--- config.mk ---
export PLATFORM = sky130hd
export DESIGN_NAME = integer_to_ascii_radix
export DESIGN_NICKNAME = d
export VERILOG_FILES = /design/src/hdl/itar_pkg.sv /design/src/hdl/itar_ctrl.sv /design/src/hdl/itar_datapath.sv /design/src/hdl/integer_to_ascii_radix.sv
export SDC_FILE = /design/constraint.sdc
export NUM_CORES = 2
export LEC_CHECK = 0
export BUFFER_PORTS_ARGS = -buffer_cell sky130_fd_sc_hd__buf_2
export CAP_MARGIN = 20
export CORE_UTILIZATION = 44
export CTS_CLUSTER_DIAMETER = 30
export CTS_CLUSTER_SIZE = 25
export DETAILED_ROUTE_END_ITERATION = 7
export SLEW_MARGIN = 20
export SYNTH_ARGS = -nofsm -noshare
export SYNTH_HDL_FRONTEND = slang
export SYNTH_SLANG_ARGS = --single-unit
--- constraint.sdc ---
create_clock -name clk -period 7.25 [get_ports clk]
set_input_delay 0.725 -clock clk [delete_from_list [all_inputs] [get_ports clk]]
set_output_delay 0.725 -clock clk [all_outputs]
set_load 0.02 [all_outputs]
--- src/hdl/itar_pkg.sv ---
`timescale 1ns / 1ps
`default_nettype none

package itar_pkg;

  localparam int VALUE_W = 32;
  localparam int DIGIT_DEPTH = 32;
  localparam int IDX_W = $clog2(DIGIT_DEPTH);

  // mode codes
  localparam logic [2:0] OP_BIN    = 3'd0;
  localparam logic [2:0] OP_OCT    = 3'd1;
  localparam logic [2:0] OP_UDEC   = 3'd2;
  localparam logic [2:0] OP_SDEC   = 3'd3;
  localparam logic [2:0] OP_HEX_LO = 3'd4;
  localparam logic [2:0] OP_HEX_UP = 3'd5;

  // floor(n / 10) == (n * RECIP_10) >> RECIP_SHIFT for any 32-bit n
  localparam logic [31:0] RECIP_10 = 32'hCCCC_CCCD;
  localparam int RECIP_SHIFT = 35;

  localparam logic [7:0] CHAR_MINUS = 8'h2D;
  localparam logic [7:0] CHAR_ZERO  = 8'h30;
  localparam logic [7:0] CHAR_UPPER = 8'h41;
  localparam logic [7:0] CHAR_LOWER = 8'h61;

  typedef struct packed {
    logic load;        // take a new transaction
    logic mul;         // register num * reciprocal
    logic digit;       // peel one digit into the store
    logic emit_sign;   // load '-' into the output register
    logic emit_digit;  // load next stored digit into the output register
  } cmd_t;

  typedef struct packed {
    logic op_ok;    // incoming op is a defined mode
    logic in_dec;   // incoming op is decimal
    logic dec;      // current transaction is decimal
    logic neg;      // current transaction needs a leading '-'
    logic done;     // this digit step is the last one
    logic rd_zero;  // read pointer sits on the least significant digit
    logic out_free; // output register can take a character this cycle
  } status_t;

  function automatic logic [7:0] ascii_digit(input logic [3:0] d, input logic upper);
    logic [7:0] base;
    begin
      base = upper ? CHAR_UPPER : CHAR_LOWER;
      if (d < 4'd10) begin
        ascii_digit = CHAR_ZERO + {4'd0, d};
      end else begin
        ascii_digit = base + {4'd0, d} - 8'd10;
      end
    end
  endfunction

endpackage

`default_nettype wire

--- src/hdl/itar_ctrl.sv ---
`timescale 1ns / 1ps
`default_nettype none

module itar_ctrl (
  input  logic               clk,
  input  logic               rst,
  input  logic               in_valid,
  output logic               in_ready,
  input  itar_pkg::status_t  status,
  output itar_pkg::cmd_t     cmd
);

  typedef enum logic [2:0] {
    IDLE,
    MUL,
    DIG,
    PREP,
    SIGN,
    EMIT
  } state_t;

  state_t state;
  state_t state_next;

  always_comb begin
    cmd        = '0;
    in_ready   = 1'b0;
    state_next = state;
    case (state)
      IDLE: begin
        in_ready = 1'b1;
        if (in_valid) begin
          cmd.load = 1'b1;
          // undefined modes are taken and dropped
          if (status.op_ok) begin
            state_next = status.in_dec ? MUL : DIG;
          end
        end
      end
      MUL: begin
        cmd.mul    = 1'b1;
        state_next = DIG;
      end
      DIG: begin
        cmd.digit = 1'b1;
        if (status.done) begin
          state_next = PREP;
        end else begin
          state_next = status.dec ? MUL : DIG;
        end
      end
      PREP: begin
        // store read of the most significant digit is in flight
        state_next = status.neg ? SIGN : EMIT;
      end
      SIGN: begin
        if (status.out_free) begin
          cmd.emit_sign = 1'b1;
          state_next    = EMIT;
        end
      end
      EMIT: begin
        if (status.out_free) begin
          cmd.emit_digit = 1'b1;
          if (status.rd_zero) begin
            state_next = IDLE;
          end
        end
      end
      default: begin
        state_next = IDLE;
      end
    endcase
  end

  always_ff @(posedge clk) begin
    if (rst) begin
      state <= IDLE;
    end else begin
      state <= state_next;
    end
  end

endmodule

`default_nettype wire

--- src/hdl/itar_datapath.sv ---
`timescale 1ns / 1ps
`default_nettype none

module itar_datapath (
  input  logic                          clk,
  input  logic                          rst,
  input  logic [2:0]                    op,
  input  logic [itar_pkg::VALUE_W-1:0]  value,
  input  itar_pkg::cmd_t                cmd,
  output itar_pkg::status_t             status,
  output logic                          out_valid,
  input  logic                          out_ready,
  output logic [7:0]                    character,
  output logic                          last,
  output logic [31:0]                   char_count
);

  logic [itar_pkg::VALUE_W-1:0]   num;
  logic [2*itar_pkg::VALUE_W-1:0] prod;
  logic [2:0]                     shamt;
  logic                           is_dec;
  logic                           upper;
  logic                           neg;
  logic [itar_pkg::IDX_W-1:0]     wr_idx;
  logic [itar_pkg::IDX_W-1:0]     rd_idx;
  logic [3:0]                     rd_data;
  logic [3:0]                     mem [itar_pkg::DIGIT_DEPTH];

  logic [2:0]                     in_shamt;
  logic                           in_dec;
  logic                           in_neg;
  logic                           op_ok;
  logic [itar_pkg::VALUE_W-1:0]   quot;
  logic [3:0]                     q10_lo;
  logic [3:0]                     rem;
  logic [3:0]                     dmask;
  logic [3:0]                     digit;
  logic [itar_pkg::VALUE_W-1:0]   num_next;
  logic [itar_pkg::IDX_W-1:0]     rd_addr;
  logic                           out_free;

  // decode the incoming mode
  always_comb begin
    in_shamt = 3'd4;
    in_dec   = 1'b0;
    case (op)
      itar_pkg::OP_BIN:    in_shamt = 3'd1;
      itar_pkg::OP_OCT:    in_shamt = 3'd3;
      itar_pkg::OP_UDEC:   in_dec   = 1'b1;
      itar_pkg::OP_SDEC:   in_dec   = 1'b1;
      itar_pkg::OP_HEX_LO: in_shamt = 3'd4;
      itar_pkg::OP_HEX_UP: in_shamt = 3'd4;
      default:             in_shamt = 3'd4;
    endcase
    op_ok  = op inside {[itar_pkg::OP_BIN:itar_pkg::OP_HEX_UP]};
    in_neg = (op == itar_pkg::OP_SDEC) && value[itar_pkg::VALUE_W-1];
  end

  // one digit step: reciprocal quotient for decimal, shift and mask otherwise
  always_comb begin
    quot     = itar_pkg::VALUE_W'(prod >> itar_pkg::RECIP_SHIFT);
    q10_lo   = 4'(quot << 3) + 4'(quot << 1);
    rem      = num[3:0] - q10_lo;
    dmask    = 4'((5'd1 << shamt) - 5'd1);
    digit    = is_dec ? rem : (num[3:0] & dmask);
    num_next = is_dec ? quot : (num >> shamt);
    rd_addr  = cmd.emit_digit ? rd_idx - 1'b1 : rd_idx;
    out_free = !out_valid || out_ready;
  end

  always_comb begin
    status.op_ok    = op_ok;
    status.in_dec   = in_dec;
    status.dec      = is_dec;
    status.neg      = neg;
    status.done     = (num_next == '0) || (wr_idx == '1);
    status.rd_zero  = (rd_idx == '0);
    status.out_free = out_free;
  end

  always_ff @(posedge clk) begin
    if (cmd.load) begin
      num    <= in_neg ? (~value + 1'b1) : value;
      shamt  <= in_shamt;
      is_dec <= in_dec;
      upper  <= (op == itar_pkg::OP_HEX_UP);
      neg    <= in_neg;
      wr_idx <= '0;
    end
    if (cmd.mul) begin
      prod <= (2*itar_pkg::VALUE_W)'(num) * (2*itar_pkg::VALUE_W)'(itar_pkg::RECIP_10);
    end
    if (cmd.digit) begin
      num    <= num_next;
      wr_idx <= wr_idx + 1'b1;
      rd_idx <= wr_idx;
    end
    if (cmd.emit_digit) begin
      rd_idx <= rd_idx - 1'b1;
    end
  end

  // digit store
  always_ff @(posedge clk) begin
    if (cmd.digit) begin
      mem[wr_idx] <= digit;
    end
    rd_data <= mem[rd_addr];
  end

  // output register
  always_ff @(posedge clk) begin
    if (cmd.emit_sign || cmd.emit_digit) begin
      character <= cmd.emit_sign ? itar_pkg::CHAR_MINUS
                                 : itar_pkg::ascii_digit(rd_data, upper);
      last      <= cmd.emit_digit && (rd_idx == '0);
    end
  end

  always_ff @(posedge clk) begin
    if (rst) begin
      out_valid  <= 1'b0;
      char_count <= '0;
    end else begin
      if (cmd.emit_sign || cmd.emit_digit) begin
        out_valid  <= 1'b1;
        char_count <= char_count + 1'b1;
      end else if (out_ready) begin
        out_valid <= 1'b0;
      end
    end
  end

endmodule

`default_nettype wire

--- src/hdl/integer_to_ascii_radix.sv ---
`timescale 1ns / 1ps
`default_nettype none

// channel   handshake            payload
// input     in_valid / in_ready  op[2:0], value[31:0]
// output    out_valid / out_ready character[7:0], last, char_count[31:0]
//
// A transaction goes through accept, D digit steps (each decimal step preceded by
// the registered reciprocal multiply), one store read, then its characters, one
// per cycle while the output is not stalled.
// The digit store is read once per character, which sets the emit rate.
// Reset clears the controller, output valid and the character count.
// A stalled output holds the current character and pauses emission; a new
// input is taken once the last character of the previous one is registered.

module integer_to_ascii_radix (
  input  logic        clk,
  input  logic        rst,
  input  logic        in_valid,
  output logic        in_ready,
  input  logic [2:0]  op,
  input  logic [31:0] value,
  output logic        out_valid,
  input  logic        out_ready,
  output logic [7:0]  character,
  output logic        last,
  output logic [31:0] char_count
);

  itar_pkg::cmd_t    cmd;
  itar_pkg::status_t status;

  itar_ctrl u_ctrl (
    .clk      (clk),
    .rst      (rst),
    .in_valid (in_valid),
    .in_ready (in_ready),
    .status   (status),
    .cmd      (cmd)
  );

  itar_datapath u_dp (
    .clk        (clk),
    .rst        (rst),
    .op         (op),
    .value      (value),
    .cmd        (cmd),
    .status     (status),
    .out_valid  (out_valid),
    .out_ready  (out_ready),
    .character  (character),
    .last       (last),
    .char_count (char_count)
  );

endmodule

`default_nettype wire

Word-level counts from Yosys, hierarchy flattened

Memories as Yosys holds them, arrays and structs flattened. A register that Yosys moved wholly into a read port is not among the register bits.
Index checks and enable logic that the tools add are counted.

Memories kept: 1
Output and inout bits: 43
Input port bits: 39
Word-level logic and storage cells: 99
RAM bits: 128
Register bits: 157

Shift-type cells: 2
Reduce and logical (&&, ||, !) cells: 16
Equality and inequality tests: 15
Order comparisons: 3
Bitwise gates (word level): 2
Multiply operators: 1
Muxes and demuxes: 36
Add/sub/neg operators: 10

Memories:

| name     | words | width | read ports | clocked after Yosys merged registers in | write ports | RTL line            | source |
|---|---|---|---|---|---|---|---|
| u_dp.mem | 32    | 4     | 1          | 1                                       | 1           | itar_datapath.sv:27 | `logic [3:0] mem [itar_pkg::DIGIT_DEPTH];` |

Operators by type and width:

| cell                     | number |
|---|---|
| $mux W32                 | 4 |
| $add A32 B1 Y32 const B  | 2 |
| $mul A32 B32 Y64 const B | 1 |
| $logic_not A32 Y1        | 1 |
| $not A32 Y32             | 1 |
| $shr A32 B3 Y32          | 1 |
| $mux W5                  | 5 |
| $mux W3                  | 6 |
| $pmux W3 S6              | 1 |
| $mux W1                  | 14 |
| $eq A3 B2 Y1 const B     | 4 |
| $eq A3 B3 Y1 const B     | 3 |
| $add A8 B4 Y8            | 1 |
| $mux W8                  | 1 |
| $sub A8 B4 Y8 const B    | 1 |
| $add A6 B4 Y7 const A    | 1 |
| $eq A3 B1 Y1 const B     | 2 |
| $logic_not A3 Y1         | 2 |
| $mux W6                  | 1 |
| $ne A2 B1 Y1 const B     | 3 |
| $pmux W3 S2              | 1 |
| $reduce_bool A2 Y1       | 3 |
| $add A5 B1 Y5 const B    | 1 |
| $eq A5 B5 Y1 const B     | 1 |
| other kinds (18)         | 24 |

Depth between registers and ports, before layout

Word-level depth: 7
Gate-level depth with buffers: 25

By module

A second synthesis with hierarchy kept.

Cell total of the unflattened synthesis: 2,717
Area total of the unflattened synthesis: 29,265.6 um^2

Modules (own cells, without submodules):

| module        | cells each | sequential area each (um^2) | area an instance (um^2) | times used |
|---|---|---|---|---|
| itar_datapath | 2,682      | 7,136.8                     | 29,014.1                | 1 |
| itar_ctrl     | 35         | 60.1                        | 251.5                   | 1 |

Worst setup path before layout

Ideal clock, no wire load.

Path type: register to register
From: register u_dp.num[11] in the netlist's numbering
To: register u_dp.prod[61] in the netlist's numbering, data pin
Clock period less this slack: 6.855 ns
Setup time: 0.269 ns
Data arrival time: 6.586 ns
Stages on the path, launching flop included: 23
Slack: 0.395 ns
Data required time: 6.981 ns
Path through: edfxtp_1 > ha_1 > clkbuf_1 > xor2_1 > ha_1 > a21o_1 > fa_1 > inv_1 > fa_1 > inv_1 > fa_1 > fa_1 > fa_1 > fa_1 > ha_1 > nand3_1 > nor4_1 > o21ai_0 > a221oi_1 > o31ai_1 > o41a_1 > o31ai_1 > xor2_1

Word-level cells in the longest chain between the ends: 1

RTL lines:

| item                     | RTL line            | source |
|---|---|---|
| start: declaration       | itar_datapath.sv:18 | `logic [itar_pkg::VALUE_W-1:0] num;` |
| start signal: assignment | itar_datapath.sv:83 | `num <= in_neg ? (~value + 1'b1) : value;` |
| start signal: assignment | itar_datapath.sv:94 | `num <= num_next;` |
| $mul A32 B32 Y64         | itar_datapath.sv:91 | `prod <= (2*itar_pkg::VALUE_W)'(num) * (2*itar_pkg::VALUE_W)'(itar_pkg::RECIP_10);` |
| end signal: assignment   | itar_datapath.sv:91 |  |
| end: declaration         | itar_datapath.sv:19 | `logic [2*itar_pkg::VALUE_W-1:0] prod;` |

Every way passes these cells.
A chain may end at the register's enable or synchronous reset.

Worst setup path in the final report

From: register u_dp.num[14] in the netlist's numbering
To: register u_dp.prod[61] in the netlist's numbering, data pin

The elaborated chain is that of the path after synthesis.

==> impl_metrics.yaml <==
placement:
  dp.cells: 3731
  dp_worst_setup_slack_ns: -0.599
  portBuffers: 80
  place.gp.congestion: 0.982
  dp_hpwl_mm: 71.5
layout:
  nets: 3746
  fin_cells: 3860
  drive_gt1_share_pct: 20.1
  area_delta_synth_final_pct: 20.0
worst_hold_path:
  hp-start: "out_ready"
  hp-class: "in2reg"
floorplan:
  dieArea_um2: 66800
  dieHeight_um: 259
  initial_utilization_pct: 44.8
  die_w_um: 259
  pin_count: 82
  core_area_um2: 64700
  row_count: 93
timing:
  rsz0062_at_grt: "true"
  hold_violations: 0
  slew-limit-headroom_pct: 28.9
  period_share_pct: 101
  setup_viol: 5
  whs_ns: 0.432
  min_period_ns: 7.32
  fin_ws_ns: -0.0656
  fmax_mhz: 137
  tightest_slew_ns: 1.07
  maxSlewViolCount: 0
  skew_ns: 0.0581
global_route:
  antenna_found_initial: 1
  first_global_vias: 22000
  globalRouteOverflowTotal: 0
  grt_max_degree: 43
  track_usage_pct: 25.9
  grt_first_pass_wirelength_mm: 130
clock_tree:
  cts_sinks: 253
  cts.path.max_buffers: 3
  cts_tree: "yes"
  root_buffer: "clkbuf_16"
  htreeDepth: 2
  hold_buffers: 0
  cts_made_buffers: 56
  clk_latency_ns: 0.61
  clkTransAtPathRegs_ns: 0.05
synth:
  synth_ff_type: "edfxtp_1"
  synth_seq_area_share_pct: 24.9
  yosys.area.top_type_share_pct: 26.7
  yosys.area.top_type: "fa_1"
  synth_cells: 2630
  synth_nets: 3417
  yosysUniqueCellTypes: 79
  synth_edf_count: 213
  ys_top_cells_by_area: "fa_1 27%, edfxtp_1 22%, ha_1 16%"
  yosys-top-cells-count: "592 x inv_1, 386 x fa_1, 362 x ha_1"
  yosysMostFrequentCell: "inv_1"
  syn_area_um2: 29000
  ys_seq_elements: 253
  synthArstFlopShare_pct: 0
  yosysWarnings: 0
  avgSynthCellArea_um2: 11.0
route:
  postRouteAntennaNets: 0
  drcViolationCount: 0
  via_count: 20700
  drtPass1Iterations: 7
  drt_iter0_markers: 1517
  wl_mm: 85.0
  routed_via_density: 5.37
  wire_per_inst_um: 22.0
worst_setup_path:
  crit_fanout: 6
  end_kind: "flip-flop"
  arrival_ns: 7.67
  worstPathRequired_ns: 7.60
  r2r_start: "u_dp.num[14]"
  startpoint: "u_dp.num[14]"
  startpoint_type: "flip-flop"
  critPathKind: "reg2reg"
status:
  violations: "setup timing"
  outcome: "finished with violations"
flow_run:
  maxCapViolCount: 0
-- layout make-up --
cell class | count | area (um^2)
multi-input cells | 1720 | 19900
flip-flops and latches | 253 | 7200
fillers | 5674 | 29900
inverters | 593 | 2230
well taps | 855 | 1070
clock inverters | 44 | 566
repair buffers | 335 | 2360
clock buffers | 59 | 1410
diodes | 1 | 2.50
-- cells by family after synthesis --
logic type	Yosys count	synth area share [%]
AOI/OAI and AO/OA	306	6.72
xor gates and xnor gates	143	4.33
adders and majority gates	748	42.3
buffers and inverters	657	8.65
DFF	253	24.9
muxes	81	5.90
other	1	0.0130
and+or+nand+nor	441	7.20
-- worst max-delay path, stage by stage (launching register included) --
cell and delay [ns]:
edfxtp_1 0.52, buf_4 0.20, ha_4 0.24, buf_4 0.15
ha_1 0.30, inv_1 0.06, fa_1 0.51, inv_1 0.07
fa_2 0.65, fa_1 0.47, fa_1 0.48, fa_1 0.49
inv_1 0.05, fa_1 0.50, inv_1 0.07, ha_4 0.27
nand4_1 0.16, buf_4 0.19, o221ai_1 0.16, a31o_2 0.20
nand2_1 0.09, nand3_4 0.14, o31ai_1 0.10, buf_4 0.18
o41a_1 0.53, o31ai_2 0.23, xor2_1 0.09
-- worst paths after layout --
| check | to | cells after the start | slack [ns] |
|---|---|---|---|
| hold / removal | u_dp.out_valid | 3 | 0.43 |
| setup / recovery | u_dp.prod[61] | 26 | -0.07 |
| setup reg to reg | u_dp.prod[61] | 26 | -0.07 |
| hold reg to reg | u_dp.char_count[16] | 2 | 0.50 |
-- per-stage QoR --
stage	TNS, ns	instance area (um^2)	utilization, %
final	-0.242	34800	53.7
after global routing	-1.95	34800	53.7
after CTS	-0.0281	34100	52.7
after detailed placement	-4.93	31900	49.4
after global placement	-4.44	31900	49.3
after floorplan	0	29000	-
-- per-layer routing --
layer / wire length [um] / GRT usage (%) / part of all wire (%)
met2: 42000 / 43.6 / 49
met3: 4290 / 4.21 / 5.0
met1: 35400 / 33.8 / 42
met5: 13 / 0 / 0.015
met4: 3280 / 9.32 / 3.9
-- registers in the layout (all words and copies together) (netlist names), 4 cells and up --
register / cells
u_dp.prod: 29
u_dp.rd_data: 4
u_dp.character: 7
u_dp.num: 32
u_dp.mem: 128
u_dp.rd_idx: 5
u_dp.wr_idx: 5
u_dp.char_count: 32
-- cells in the final DEF (no fill, tap or decap), types with 13 or more instances in the layout --
| cell | synthesis | routed |
|---|---|---|
| and3_1 | 14 | 14 |
| inv_1 | 592 | 586 |
| xor2_1 | 81 | 75 |
| ha_1 | 362 | 329 |
| nand2_1 | 150 | 147 |
| or3_1 | 14 | 14 |
| mux4_2 | 61 | 61 |
| a22oi_1 | 14 | 14 |
| nor2b_1 | 13 | 13 |
| a21oi_1 | 96 | 92 |
| fa_1 | 386 | 373 |
| buf_4 | 4 | 247 |
| dfxtp_1 | 40 | 40 |
| nand3_1 | 28 | 26 |
| nor2_1 | 123 | 119 |
| nand4_1 | 28 | 28 |
| xnor2_1 | 62 | 60 |
| buf_2 | 8 | 80 |
| ha_4 | 0 | 25 |
| o21ai_0 | 75 | 68 |
| fa_2 | 0 | 13 |
| edfxtp_1 | 213 | 213 |
| a21o_1 | 38 | 38 |
| clkbuf_16 | 0 | 56 |
-- repair_timing --
| action | in CTS | in global routing |
|---|---|---|
| endpoints found under the hold margin | 0 | 0 |
| setup endpoints to repair | 21 | 21 |
| pin swaps | 4 | 41 |
| resized for setup | 22 | 87 |
| buffers inserted | 6 | 19 |
Power is not shown: default switching activity piles up to over one toggle a cycle in this logic, so the estimate is an artifact.
